===== config.mk =====
export PLATFORM = sky130hd
export DESIGN_NAME = des_block_cipher_core
export DESIGN_NICKNAME = d
export VERILOG_FILES = /design/src/rtl/des_pkg.sv /design/src/rtl/des_block_cipher_core.sv
export SDC_FILE = /design/constraint.sdc
export NUM_CORES = 1
export LEC_CHECK = 0
export CAP_MARGIN = 10
export CORE_MARGIN = 2
export CORE_UTILIZATION = 35
export DETAILED_ROUTE_END_ITERATION = 10
export DONT_BUFFER_PORTS = 1
export PLACE_DENSITY = 0.57
export SETUP_SLACK_MARGIN = 0.02
export SYNTH_ARGS = -nofsm -noshare
export SYNTH_HDL_FRONTEND = slang
export SYNTH_SLANG_ARGS = --single-unit
export TNS_END_PERCENT = 100

===== constraint.sdc =====
create_clock -name aclk -period 14.74 [get_ports aclk]
set_clock_uncertainty 0.2 [all_clocks]
set_input_delay 1.474 -clock aclk [delete_from_list [all_inputs] [get_ports aclk]]
set_output_delay 1.474 -clock aclk [all_outputs]
set_load 0.01 [all_outputs]

===== src/rtl/des_pkg.sv =====
package des_pkg;

    // Published DES tables, 1-based bit numbers with bit 1 as the MSB.
    localparam logic [6:0] IP_TBL [64] = '{
        7'd58, 7'd50, 7'd42, 7'd34, 7'd26, 7'd18, 7'd10, 7'd2,
        7'd60, 7'd52, 7'd44, 7'd36, 7'd28, 7'd20, 7'd12, 7'd4,
        7'd62, 7'd54, 7'd46, 7'd38, 7'd30, 7'd22, 7'd14, 7'd6,
        7'd64, 7'd56, 7'd48, 7'd40, 7'd32, 7'd24, 7'd16, 7'd8,
        7'd57, 7'd49, 7'd41, 7'd33, 7'd25, 7'd17, 7'd9,  7'd1,
        7'd59, 7'd51, 7'd43, 7'd35, 7'd27, 7'd19, 7'd11, 7'd3,
        7'd61, 7'd53, 7'd45, 7'd37, 7'd29, 7'd21, 7'd13, 7'd5,
        7'd63, 7'd55, 7'd47, 7'd39, 7'd31, 7'd23, 7'd15, 7'd7
    };

    localparam logic [6:0] FP_TBL [64] = '{
        7'd40, 7'd8, 7'd48, 7'd16, 7'd56, 7'd24, 7'd64, 7'd32,
        7'd39, 7'd7, 7'd47, 7'd15, 7'd55, 7'd23, 7'd63, 7'd31,
        7'd38, 7'd6, 7'd46, 7'd14, 7'd54, 7'd22, 7'd62, 7'd30,
        7'd37, 7'd5, 7'd45, 7'd13, 7'd53, 7'd21, 7'd61, 7'd29,
        7'd36, 7'd4, 7'd44, 7'd12, 7'd52, 7'd20, 7'd60, 7'd28,
        7'd35, 7'd3, 7'd43, 7'd11, 7'd51, 7'd19, 7'd59, 7'd27,
        7'd34, 7'd2, 7'd42, 7'd10, 7'd50, 7'd18, 7'd58, 7'd26,
        7'd33, 7'd1, 7'd41, 7'd9,  7'd49, 7'd17, 7'd57, 7'd25
    };

    localparam logic [5:0] E_TBL [48] = '{
        6'd32, 6'd1,  6'd2,  6'd3,  6'd4,  6'd5,
        6'd4,  6'd5,  6'd6,  6'd7,  6'd8,  6'd9,
        6'd8,  6'd9,  6'd10, 6'd11, 6'd12, 6'd13,
        6'd12, 6'd13, 6'd14, 6'd15, 6'd16, 6'd17,
        6'd16, 6'd17, 6'd18, 6'd19, 6'd20, 6'd21,
        6'd20, 6'd21, 6'd22, 6'd23, 6'd24, 6'd25,
        6'd24, 6'd25, 6'd26, 6'd27, 6'd28, 6'd29,
        6'd28, 6'd29, 6'd30, 6'd31, 6'd32, 6'd1
    };

    localparam logic [5:0] P_TBL [32] = '{
        6'd16, 6'd7,  6'd20, 6'd21, 6'd29, 6'd12, 6'd28, 6'd17,
        6'd1,  6'd15, 6'd23, 6'd26, 6'd5,  6'd18, 6'd31, 6'd10,
        6'd2,  6'd8,  6'd24, 6'd14, 6'd32, 6'd27, 6'd3,  6'd9,
        6'd19, 6'd13, 6'd30, 6'd6,  6'd22, 6'd11, 6'd4,  6'd25
    };

    localparam logic [6:0] PC1_TBL [56] = '{
        7'd57, 7'd49, 7'd41, 7'd33, 7'd25, 7'd17, 7'd9,
        7'd1,  7'd58, 7'd50, 7'd42, 7'd34, 7'd26, 7'd18,
        7'd10, 7'd2,  7'd59, 7'd51, 7'd43, 7'd35, 7'd27,
        7'd19, 7'd11, 7'd3,  7'd60, 7'd52, 7'd44, 7'd36,
        7'd63, 7'd55, 7'd47, 7'd39, 7'd31, 7'd23, 7'd15,
        7'd7,  7'd62, 7'd54, 7'd46, 7'd38, 7'd30, 7'd22,
        7'd14, 7'd6,  7'd61, 7'd53, 7'd45, 7'd37, 7'd29,
        7'd21, 7'd13, 7'd5,  7'd28, 7'd20, 7'd12, 7'd4
    };

    localparam logic [5:0] PC2_TBL [48] = '{
        6'd14, 6'd17, 6'd11, 6'd24, 6'd1,  6'd5,
        6'd3,  6'd28, 6'd15, 6'd6,  6'd21, 6'd10,
        6'd23, 6'd19, 6'd12, 6'd4,  6'd26, 6'd8,
        6'd16, 6'd7,  6'd27, 6'd20, 6'd13, 6'd2,
        6'd41, 6'd52, 6'd31, 6'd37, 6'd47, 6'd55,
        6'd30, 6'd40, 6'd51, 6'd45, 6'd33, 6'd48,
        6'd44, 6'd49, 6'd39, 6'd56, 6'd34, 6'd53,
        6'd46, 6'd42, 6'd50, 6'd36, 6'd29, 6'd32
    };

    // Running total of the 1/2-place left rotations up to and including each round
    localparam logic [4:0] SHIFT_TOTAL [16] = '{
        5'd1,  5'd2,  5'd4,  5'd6,  5'd8,  5'd10, 5'd12, 5'd14,
        5'd15, 5'd17, 5'd19, 5'd21, 5'd23, 5'd25, 5'd27, 5'd28
    };

    localparam logic [3:0] SBOX_TBL [8][64] = '{
        '{4'd14,4'd4,4'd13,4'd1,4'd2,4'd15,4'd11,4'd8,4'd3,4'd10,4'd6,4'd12,4'd5,4'd9,4'd0,4'd7,
          4'd0,4'd15,4'd7,4'd4,4'd14,4'd2,4'd13,4'd1,4'd10,4'd6,4'd12,4'd11,4'd9,4'd5,4'd3,4'd8,
          4'd4,4'd1,4'd14,4'd8,4'd13,4'd6,4'd2,4'd11,4'd15,4'd12,4'd9,4'd7,4'd3,4'd10,4'd5,4'd0,
          4'd15,4'd12,4'd8,4'd2,4'd4,4'd9,4'd1,4'd7,4'd5,4'd11,4'd3,4'd14,4'd10,4'd0,4'd6,4'd13},
        '{4'd15,4'd1,4'd8,4'd14,4'd6,4'd11,4'd3,4'd4,4'd9,4'd7,4'd2,4'd13,4'd12,4'd0,4'd5,4'd10,
          4'd3,4'd13,4'd4,4'd7,4'd15,4'd2,4'd8,4'd14,4'd12,4'd0,4'd1,4'd10,4'd6,4'd9,4'd11,4'd5,
          4'd0,4'd14,4'd7,4'd11,4'd10,4'd4,4'd13,4'd1,4'd5,4'd8,4'd12,4'd6,4'd9,4'd3,4'd2,4'd15,
          4'd13,4'd8,4'd10,4'd1,4'd3,4'd15,4'd4,4'd2,4'd11,4'd6,4'd7,4'd12,4'd0,4'd5,4'd14,4'd9},
        '{4'd10,4'd0,4'd9,4'd14,4'd6,4'd3,4'd15,4'd5,4'd1,4'd13,4'd12,4'd7,4'd11,4'd4,4'd2,4'd8,
          4'd13,4'd7,4'd0,4'd9,4'd3,4'd4,4'd6,4'd10,4'd2,4'd8,4'd5,4'd14,4'd12,4'd11,4'd15,4'd1,
          4'd13,4'd6,4'd4,4'd9,4'd8,4'd15,4'd3,4'd0,4'd11,4'd1,4'd2,4'd12,4'd5,4'd10,4'd14,4'd7,
          4'd1,4'd10,4'd13,4'd0,4'd6,4'd9,4'd8,4'd7,4'd4,4'd15,4'd14,4'd3,4'd11,4'd5,4'd2,4'd12},
        '{4'd7,4'd13,4'd14,4'd3,4'd0,4'd6,4'd9,4'd10,4'd1,4'd2,4'd8,4'd5,4'd11,4'd12,4'd4,4'd15,
          4'd13,4'd8,4'd11,4'd5,4'd6,4'd15,4'd0,4'd3,4'd4,4'd7,4'd2,4'd12,4'd1,4'd10,4'd14,4'd9,
          4'd10,4'd6,4'd9,4'd0,4'd12,4'd11,4'd7,4'd13,4'd15,4'd1,4'd3,4'd14,4'd5,4'd2,4'd8,4'd4,
          4'd3,4'd15,4'd0,4'd6,4'd10,4'd1,4'd13,4'd8,4'd9,4'd4,4'd5,4'd11,4'd12,4'd7,4'd2,4'd14},
        '{4'd2,4'd12,4'd4,4'd1,4'd7,4'd10,4'd11,4'd6,4'd8,4'd5,4'd3,4'd15,4'd13,4'd0,4'd14,4'd9,
          4'd14,4'd11,4'd2,4'd12,4'd4,4'd7,4'd13,4'd1,4'd5,4'd0,4'd15,4'd10,4'd3,4'd9,4'd8,4'd6,
          4'd4,4'd2,4'd1,4'd11,4'd10,4'd13,4'd7,4'd8,4'd15,4'd9,4'd12,4'd5,4'd6,4'd3,4'd0,4'd14,
          4'd11,4'd8,4'd12,4'd7,4'd1,4'd14,4'd2,4'd13,4'd6,4'd15,4'd0,4'd9,4'd10,4'd4,4'd5,4'd3},
        '{4'd12,4'd1,4'd10,4'd15,4'd9,4'd2,4'd6,4'd8,4'd0,4'd13,4'd3,4'd4,4'd14,4'd7,4'd5,4'd11,
          4'd10,4'd15,4'd4,4'd2,4'd7,4'd12,4'd9,4'd5,4'd6,4'd1,4'd13,4'd14,4'd0,4'd11,4'd3,4'd8,
          4'd9,4'd14,4'd15,4'd5,4'd2,4'd8,4'd12,4'd3,4'd7,4'd0,4'd4,4'd10,4'd1,4'd13,4'd11,4'd6,
          4'd4,4'd3,4'd2,4'd12,4'd9,4'd5,4'd15,4'd10,4'd11,4'd14,4'd1,4'd7,4'd6,4'd0,4'd8,4'd13},
        '{4'd4,4'd11,4'd2,4'd14,4'd15,4'd0,4'd8,4'd13,4'd3,4'd12,4'd9,4'd7,4'd5,4'd10,4'd6,4'd1,
          4'd13,4'd0,4'd11,4'd7,4'd4,4'd9,4'd1,4'd10,4'd14,4'd3,4'd5,4'd12,4'd2,4'd15,4'd8,4'd6,
          4'd1,4'd4,4'd11,4'd13,4'd12,4'd3,4'd7,4'd14,4'd10,4'd15,4'd6,4'd8,4'd0,4'd5,4'd9,4'd2,
          4'd6,4'd11,4'd13,4'd8,4'd1,4'd4,4'd10,4'd7,4'd9,4'd5,4'd0,4'd15,4'd14,4'd2,4'd3,4'd12},
        '{4'd13,4'd2,4'd8,4'd4,4'd6,4'd15,4'd11,4'd1,4'd10,4'd9,4'd3,4'd14,4'd5,4'd0,4'd12,4'd7,
          4'd1,4'd15,4'd13,4'd8,4'd10,4'd3,4'd7,4'd4,4'd12,4'd5,4'd6,4'd11,4'd0,4'd14,4'd9,4'd2,
          4'd7,4'd11,4'd4,4'd1,4'd9,4'd12,4'd14,4'd2,4'd0,4'd6,4'd10,4'd13,4'd15,4'd3,4'd5,4'd8,
          4'd2,4'd1,4'd14,4'd7,4'd4,4'd10,4'd8,4'd13,4'd15,4'd12,4'd9,4'd0,4'd3,4'd5,4'd6,4'd11}
    };

    localparam int ROUNDS = 16;

    // Bit gathers below are pure wiring: output bit i (from the MSB) is input bit TBL[i].
    function automatic logic [63:0] init_perm(input logic [63:0] v);
        logic [63:0] r;
        for (int i = 0; i < 64; i++) r[63-i] = v[6'(64 - int'(IP_TBL[i]))];
        return r;
    endfunction

    function automatic logic [63:0] final_perm(input logic [63:0] v);
        logic [63:0] r;
        for (int i = 0; i < 64; i++) r[63-i] = v[6'(64 - int'(FP_TBL[i]))];
        return r;
    endfunction

    function automatic logic [47:0] expand(input logic [31:0] v);
        logic [47:0] r;
        for (int i = 0; i < 48; i++) r[47-i] = v[5'(32 - int'(E_TBL[i]))];
        return r;
    endfunction

    function automatic logic [31:0] p_perm(input logic [31:0] v);
        logic [31:0] r;
        for (int i = 0; i < 32; i++) r[31-i] = v[5'(32 - int'(P_TBL[i]))];
        return r;
    endfunction

    function automatic logic [55:0] pc1_perm(input logic [63:0] v);
        logic [55:0] r;
        for (int i = 0; i < 56; i++) r[55-i] = v[6'(64 - int'(PC1_TBL[i]))];
        return r;
    endfunction

    function automatic logic [47:0] pc2_perm(input logic [55:0] v);
        logic [47:0] r;
        for (int i = 0; i < 48; i++) r[47-i] = v[6'(56 - int'(PC2_TBL[i]))];
        return r;
    endfunction

    // Left rotate of a 28-bit half by a constant amount (28 gives the half back)
    function automatic logic [27:0] rot28(input logic [27:0] x, input int s);
        logic [27:0] r;
        r = (x << s) | (x >> (28 - s));
        return r;
    endfunction

    // Round key for one round, straight from the key: fixed rotations and PC-2
    function automatic logic [47:0] sched_key(input logic [63:0] key, input int rnd);
        logic [55:0] cd;
        logic [27:0] c;
        logic [27:0] d;
        cd = pc1_perm(key);
        c  = rot28(cd[55:28], int'(SHIFT_TOTAL[rnd]));
        d  = rot28(cd[27:0], int'(SHIFT_TOTAL[rnd]));
        return pc2_perm({c, d});
    endfunction

    // Feistel function: expansion, key mix, eight S-boxes, P permutation
    function automatic logic [31:0] feistel(input logic [31:0] r, input logic [47:0] k);
        logic [47:0] x;
        logic [5:0]  six;
        logic [31:0] s;
        x = expand(r) ^ k;
        for (int b = 0; b < 8; b++) begin
            six = x[47 - b*6 -: 6];
            s[31 - b*4 -: 4] = SBOX_TBL[b][{six[5], six[0], six[4:1]}];
        end
        return p_perm(s);
    endfunction

endpackage


===== src/rtl/des_block_cipher_core.sv =====
// Channel  | Signals                                  | Beat contents
// ---------+------------------------------------------+------------------------------------
// in       | s_tvalid, s_tready, s_tdata, s_tuser     | tdata = data_in, tuser = func
// out      | m_tvalid, m_tready, m_tdata              | tdata = data_out
// config   | cfg_wr_en, cfg_wr_data                   | cipher_key, written when enabled
//
// One block per clock sustained while m_tready stays high; each beat passes the input and result registers.
// The input register feeds all 16 rounds (round keys wired from the key register) into the
// result register combinationally; that round chain sets the clock period.
// Synchronous active-low reset empties both stages and clears the key to zero.
// A stall on m_tready holds the result; the input stage still takes a beat while it is empty.
module des_block_cipher_core (
    input  logic        aclk,
    input  logic        aresetn,
    input  logic        cfg_wr_en,
    input  logic [63:0] cfg_wr_data,
    input  logic        s_tvalid,
    output logic        s_tready,
    input  logic [63:0] s_tdata,    // [63:0] data_in
    input  logic        s_tuser,    // [0] func (0 encrypt, 1 decrypt)
    output logic        m_tvalid,
    input  logic        m_tready,
    output logic [63:0] m_tdata     // [63:0] data_out
);

    logic [63:0] key_reg;
    logic        in_valid_reg;
    logic        in_func_reg;
    logic [63:0] in_data_reg;
    logic        out_valid_reg;
    logic [63:0] out_data_reg;

    logic        out_adv;
    logic        in_adv;

    logic [47:0] rkey    [des_pkg::ROUNDS];
    logic [31:0] left_h  [des_pkg::ROUNDS+1];
    logic [31:0] right_h [des_pkg::ROUNDS+1];
    logic [63:0] ip_blk;
    logic [63:0] result_next;

    // Stage handshake: result register frees first, input register follows
    assign out_adv  = !out_valid_reg || m_tready;
    assign in_adv   = !in_valid_reg || out_adv;
    assign s_tready = in_adv;
    assign m_tvalid = out_valid_reg;
    assign m_tdata  = out_data_reg;

    // Key schedule, wired from the key register
    for (genvar i = 0; i < des_pkg::ROUNDS; i++) begin : g_keys
        assign rkey[i] = des_pkg::sched_key(key_reg, i);
    end

    // Sixteen Feistel rounds between input and result registers
    assign ip_blk     = des_pkg::init_perm(in_data_reg);
    assign left_h[0]  = ip_blk[63:32];
    assign right_h[0] = ip_blk[31:0];

    for (genvar i = 0; i < des_pkg::ROUNDS; i++) begin : g_rounds
        logic [47:0] k_sel;
        // decrypt walks the schedule backward
        assign k_sel        = in_func_reg ? rkey[des_pkg::ROUNDS-1-i] : rkey[i];
        assign left_h[i+1]  = right_h[i];
        assign right_h[i+1] = left_h[i] ^ des_pkg::feistel(right_h[i], k_sel);
    end

    // Half swap, then final permutation
    assign result_next = des_pkg::final_perm({right_h[des_pkg::ROUNDS],
                                              left_h[des_pkg::ROUNDS]});

    // Key register
    always_ff @(posedge aclk) begin
        if (!aresetn) begin
            key_reg <= '0;
        end else if (cfg_wr_en) begin
            key_reg <= cfg_wr_data;
        end
    end

    // Input stage
    always_ff @(posedge aclk) begin
        if (!aresetn) begin
            in_valid_reg <= 1'b0;
        end else if (in_adv) begin
            in_valid_reg <= s_tvalid;
        end
    end

    always_ff @(posedge aclk) begin
        if (in_adv && s_tvalid) begin
            in_func_reg <= s_tuser;
            in_data_reg <= s_tdata;
        end
    end

    // Result stage
    always_ff @(posedge aclk) begin
        if (!aresetn) begin
            out_valid_reg <= 1'b0;
        end else if (out_adv) begin
            out_valid_reg <= in_valid_reg;
        end
    end

    always_ff @(posedge aclk) begin
        if (out_adv && in_valid_reg) begin
            out_data_reg <= result_next;
        end
    end

endmodule


==> key figures, run 1 <==
Critical path
  • Peak fanout along the critical path: 4
  • Worst setup SP type: flip-flop
  • Worst path arrival time: 14420 ps
  • Top cell by count, worst path: xnor2_2
  • Critical Path Max Stage Delay: 480 ps
  • FF-to-FF Start: in_data_reg[27]
  • CP required: 14600 ps
  • Reg2reg path depth: 72
  • Crit Path Class: reg2reg
  • Critical path startpoint: in_data_reg[27]
  • Critical-path top delay cell: edfxtp_1
  • CP Capture Type: flip-flop

Floorplan
  • Die span in y: 178 um
  • Die W: 178 um
  • Row count: 63
  • Initial Utilization: 35.7%
  • Placeable Area: 29800 um^2
  • Die area: 31800 um^2
  • Boundary Pins: 200

Synthesis
  • Seq/Total Area, Yosys: 9.68%
  • Synth Area in Adders: 8.58%
  • Main synth FF type: edfxtp_1
  • Compound-Gate Fraction of Synth Area: 23.1%
  • Async set-or-reset flop fraction in the synthesized netlist: 0%
  • Synth Register Bits: 39
  • Mapped Area: 10600 um^2
  • Syn Inst Count: 1399
  • Post-Synth Simple-Gate Area: 22.5%
  • Post-synthesis mux area share: 7.88%
  • Warnings, synthesis: 0
  • Largest family of logic cells by synthesized area: compound AO/OA/AOI/OAI gates
  • Xor/xnor share of the synthesized area: 19.8%
  • Avg Inst Size Synth: 7.61 um^2
  • Number of synthesized flops with an enable pin: 25
  • Unique cell type count in the Yosys netlist: 120

Drt
  • Via count: 10882
  • Wirelength, routed: 39100 um
  • Final antenna-violating net count: 0
  • Drt initial violations: 1155
  • DR vias/cell: 5.68
  • Pre-antenna DRT Iters: 6
  • WL per Instance: 20.4 um
  • DRC Markers: 0

STA
  • Period utilisation layout: 98.8%
  • Fin worst setup slack: 179 ps
  • Worst-Margin Slew: 1060 ps
  • Final Hold Vio Count: 0
  • Min Clock Period, post-route: 14560 ps
  • Final setup violating endpoints: 0
  • WHS: 330 ps
  • Slew Viols, Final: 0
  • Max_slew headroom: 29.3%
  • Fmax: 0.0687 GHz
  • RSZ-0062 raised after global routing: true

Clocking
  • Clk sinks: 39
  • Clk_lat worst skew: 300 ps
  • Root Driver: clkbuf_16
  • Maximum clock insertion buffer count: 2
  • CTS Buf Count: 5
  • CTS tree: yes
  • Clk slew on worst S/H paths: 60 ps
  • H-tree Lvls: 2

Place
  • Worst slack, placed: -526 ps
  • HPWL Detailed: 29700 um
  • Cells after DPL: 1890
  • Gpl congestion: 0.930
  • Port bufs: 0

Run status
  • Status: completed

Global routing
  • GRT Total Usage: 24.0%
  • Antenna violations before repair: 0
  • Largest net degree at the start of global routing: 30
  • Vias in the first global route: 10046
  • GR Overflow Total: 0
  • First-pass GRT wire length: 58200 um

Flow run
  • Max_cap viols: 0

Finish
  • Max reg flops: 16
  • Synth-to-layout area growth: 20.1%
  • Fin util: 42.9%
  • Final Instance Count excl. Fillers: 1917
  • Share of cells above drive strength 1: 22.8%
  • Ant diodes: 0
  • # nets final: 1733

Hold path
  • Hold Path Depth: 1
  • Path type of the worst min-delay path: reg2reg
  • Min-delay src: in_valid_reg
-- cell type report --
type / count / area, um^2
sequential: 39 / 1030
tap: 390 / 488
fill: 3004 / 17000
clock buffer: 6 / 129
multi-input combinational: 1231 / 9440
clock inverter: 2 / 11.3
timing repair buffer: 195 / 1480
inverter: 54 / 203
-- cells in the mapped netlist, drive strengths merged (11+ instances only) --
library cell / instances / share of area (%)
o31ai: 11 / 1.1
nor2: 116 / 4.2
edfxtp: 25 / 7.1
nand2b: 11 / 0.65
xnor2: 169 / 15
a21oi: 75 / 3.9
mux2i: 64 / 6.4
nor4: 11 / 0.76
a211oi: 18 / 1.4
nor3: 39 / 2.0
nand2: 143 / 5.0
nor2b: 24 / 1.4
nand3: 50 / 2.4
or2: 11 / 0.65
o21ai: 81 / 4.0
a31oi: 16 / 1.0
or3: 20 / 1.2
ha: 73 / 8.6
dfxtp: 14 / 2.6
buf: 76 / 4.9
mux2: 12 / 1.3
xor2: 31 / 2.7
inv: 47 / 1.7
clkbuf: 46 / 1.6
o211ai: 16 / 1.3
and3: 16 / 0.94
-- final timing paths --
check,end,slack (ps)
worst max-delay path,m_tdata[53],180
worst min-delay path,m_tvalid,330
worst max register to register,m_tdata[53],180
worst min register to register,m_tvalid,330
-- what timing repair did --
item                                    CTS  global route
endpoints found under the hold margin     0             0
gates resized for setup                  24            75
endpoints found under the setup margin    2             3
pin swaps                                20            64
setup buffers                             8            12
hold buffers                              0             0
-- critical path, delay by kind of cell (launching register included) --
kind / cells / cell delay [ps]
AOI/OAI and AO/OA: 16 / 3130
adders and majority gates: 5 / 990
and+or+nand+nor: 19 / 3710
buffers and inverters: 5 / 780
muxes: 6 / 1350
xor gates and xnor gates: 21 / 3640
DFF: 1 / 480
-- layer usage --
layer | up-vias | part of all wire [%] | track usage, %
met5 | - | 0 | 0
met4 | 0 | 3.7 | 8.77
met3 | 88 | 8.0 | 3.62
met2 | 505 | 46 | 39.1
met1 | 5112 | 43 | 31.9
li1 | 5177 | - | -
-- cells by family after synthesis --
group | count (synthesis)
AND/OR/NAND/NOR | 484
AO/OA/AOI/OAI | 338
XOR/XNOR | 211
buffers and inverters | 176
multiplexers | 77
adder cells (fa/ha/maj) | 73
flip-flops | 39
other | 1
-- stage by stage --
stage	instance area, um^2	setup TNS [ps]
final	12800	0
after global routing	12800	-579
after CTS	12300	0
after detailed placement	12000	-920
after global placement	12000	-650
after floorplan	10800	0
-- cell usage in the layout (no fill, tap or decap), drive strengths merged, types with 7 or more instances in the layout --
master  count
buf       195
xnor2     169
nand2     143
nor2      116
o21ai      81
a21oi      75
ha         73
mux2i      64
nand3      50
conb       48
inv        48
nor3       39
xor2       31
edfxtp     25
nor2b      24
or3        20
a211oi     18
a31oi      16
o211ai     16
and3       16
dfxtp      14
mux2       12
nand2b     11
nor4       11
or2        11
o31ai      11
nand4      10
and2       10
o21a        9
xnor3       9
o22ai       8
clkinv      8
a221oi      8
o31a        7
a211o       7
o311ai      7
Power of run 1 is left out: the tool's default activity adds up to more than one toggle a clock period on the data nets, which glitch-free logic cannot reach.
==> run 2: changes to the inputs <==
CTS_BUF_LIST = sky130_fd_sc_hd__clkbuf_8 sky130_fd_sc_hd__clkbuf_16   (was default)
PLACE_DENSITY = 0.55   (was 0.57)
clock period = 16.1 ns   (was 14.74 ns; I/O delays follow)
==> key figures, run 2 (synthesis gave the netlist of run 1 again) <==
Drt
  • WL per Instance: 21.1 um
  • DRC Markers: 0
  • Drt initial violations: 929
  • Pre-antenna DRT Iters: 7
  • DR vias/cell: 5.85
  • Wirelength, routed: 38200 um
  • Final antenna-violating net count: 0
  • Via count: 10583

Critical path
  • Worst path arrival time: 15170 ps
  • R2R setup slack: 780 ps
  • CP required: 15950 ps
  • Critical-path top delay cell: xor3_2
  • Top cell by count, worst path: xnor2_1
  • Critical Path Max Stage Delay: 400 ps
  • Worst setup SP type: flip-flop
  • FF-to-FF Start: in_data_reg[1]
  • WP buf/inv: 4
  • Top Family by Delay on Critical Path: simple AND/OR/NAND/NOR gates
  • Peak fanout along the critical path: 6
  • Crit Path Class: reg2reg
  • Critical register-to-register path endpoint: m_tdata[53]
  • Reg2reg path depth: 71
  • CP Capture Type: flip-flop

Finish
  • Ant diodes: 0
  • Commonest non-fill, non-tap cells in the layout: xnor2_1 (154), nand2_1 (143), nor2_1 (113)
  • Fill count: 3101
  • Multi-input gate area: 9030 um^2
  • Most common cell after layout, fill and taps aside: xnor2_1
  • Share of cells above drive strength 1: 13.6%
  • # nets final: 1626
  • Synth-to-layout area growth: 8.50%
  • Max reg flops: 16
  • Register Area: 1030 um^2

STA
  • Min Clock Period, post-route: 15320 ps
  • Fin worst setup slack: 776 ps
  • Slew Viols, Final: 0
  • Period utilisation layout: 95.2%
  • Max_slew headroom: 23.0%
  • Worst-Margin Slew: 1150 ps
  • Final Hold Vio Count: 0
  • Fmax: 0.0653 GHz
  • Final setup violating endpoints: 0

Floorplan
  • Boundary Pins: 200
  • Die area: 31800 um^2
  • Die W: 178 um
  • Row count: 63
  • Initial Utilization: 35.7%
  • Die span in y: 178 um
  • Placeable Area: 29800 um^2

Clocking
  • Clk_lat worst skew: 300 ps
  • Clk slew on worst S/H paths: 60 ps
  • Clk sinks: 39
  • CTS tree: yes
  • Hold-fix buffers at CTS: 0
  • Maximum clock insertion buffer count: 2
  • Root Driver: clkbuf_16
  • H-tree Lvls: 2
  • CTS Buf Count: 5

Place
  • Gpl congestion: 0.918
  • HPWL Detailed: 29200 um
  • Port bufs: 0
  • Worst slack, placed: 181 ps

Hold path
  • Hold Path Depth: 1
  • Hold Path End: m_tvalid
  • Path type of the worst min-delay path: reg2reg
  • Min-delay src: in_valid_reg

Global routing
  • GR Overflow Total: 0
  • GRT Total Usage: 23.8%
  • Largest net degree at the start of global routing: 38
  • Vias in the first global route: 9926
  • Antenna violations before repair: 0
  • First-pass GRT wire length: 57900 um

Flow run
  • Max_cap viols: 0

Run status
  • Status: completed
-- run 2: cell types whose count changed in the layout (fill, tap and decap cells not counted), sizes merged --
| cell | before | now |
|---|---|---|
| inv | 48 | 49 |
| buf | 195 | 88 |
| clkbuf | 6 | 5 |
-- run 2: final cells by class --
class | instances | area share, %
inverter | 54 | 1.75
timing repair buffer | 88 | 5.72
tap | 390 | 4.22
clock buffer | 5 | 1.08
multi-input combinational | 1231 | 78.2
sequential | 39 | 8.92
clock inverter | 3 | 0.130
-- run 2: metal layers --
layer	wire length [um]	up-vias	track usage [%]
li1	-	4962	-
met1	16300	5055	31.1
met2	17000	478	38.2
met3	3210	88	4.94
met4	1660	0	8.91
met5	0	-	0
-- run 2: timing repair --
action / CTS / global route
resized for setup: 0 / 26
setup buffers: 0 / 4
hold endpoints to repair: 0 / 0
endpoints found under the setup margin: 0 / 3
-- run 2: worst max path at each step --
stage | startpoint | endpoint | slack [ps] | cells past startpoint
after floorplan | in_func_reg | m_tdata[53] | 1240 | 73
after global placement | in_data_reg[27] | m_tdata[39] | 380 | 70
after detailed placement | in_data_reg[27] | m_tdata[39] | 180 | 68
after CTS | in_data_reg[27] | m_tdata[53] | 100 | 71
after global routing | in_data_reg[1] | m_tdata[53] | -50 | 71
final | in_data_reg[1] | m_tdata[53] | 780 | 71
-- run 2: worst register-to-register path: cells and delay by family (launching register included) --
family	cells	cell delay, ps
mux	4	1030
buf+inv	4	650
flops	1	390
compound gates	15	3140
fa+ha+maj	5	1000
simple gates	21	4510
xor+xnor	22	4150
-- run 2: through the flow --
step | cells | instance area, um^2 | util, % | hold slack (ps) | TNS (ps)
after floorplan | 1446 | 10800 | - | 277 | 0
after global placement | 1798 | 11300 | 37.8 | 300 | 0
after detailed placement | 1798 | 11300 | 37.8 | 310 | 0
after CTS | 1806 | 11400 | 38.2 | 322 | 0
after global routing | 1810 | 11600 | 38.8 | 356 | -54.1
final | 1810 | 11600 | 38.8 | 317 | 0
Power of run 2 is left out for the same reason.
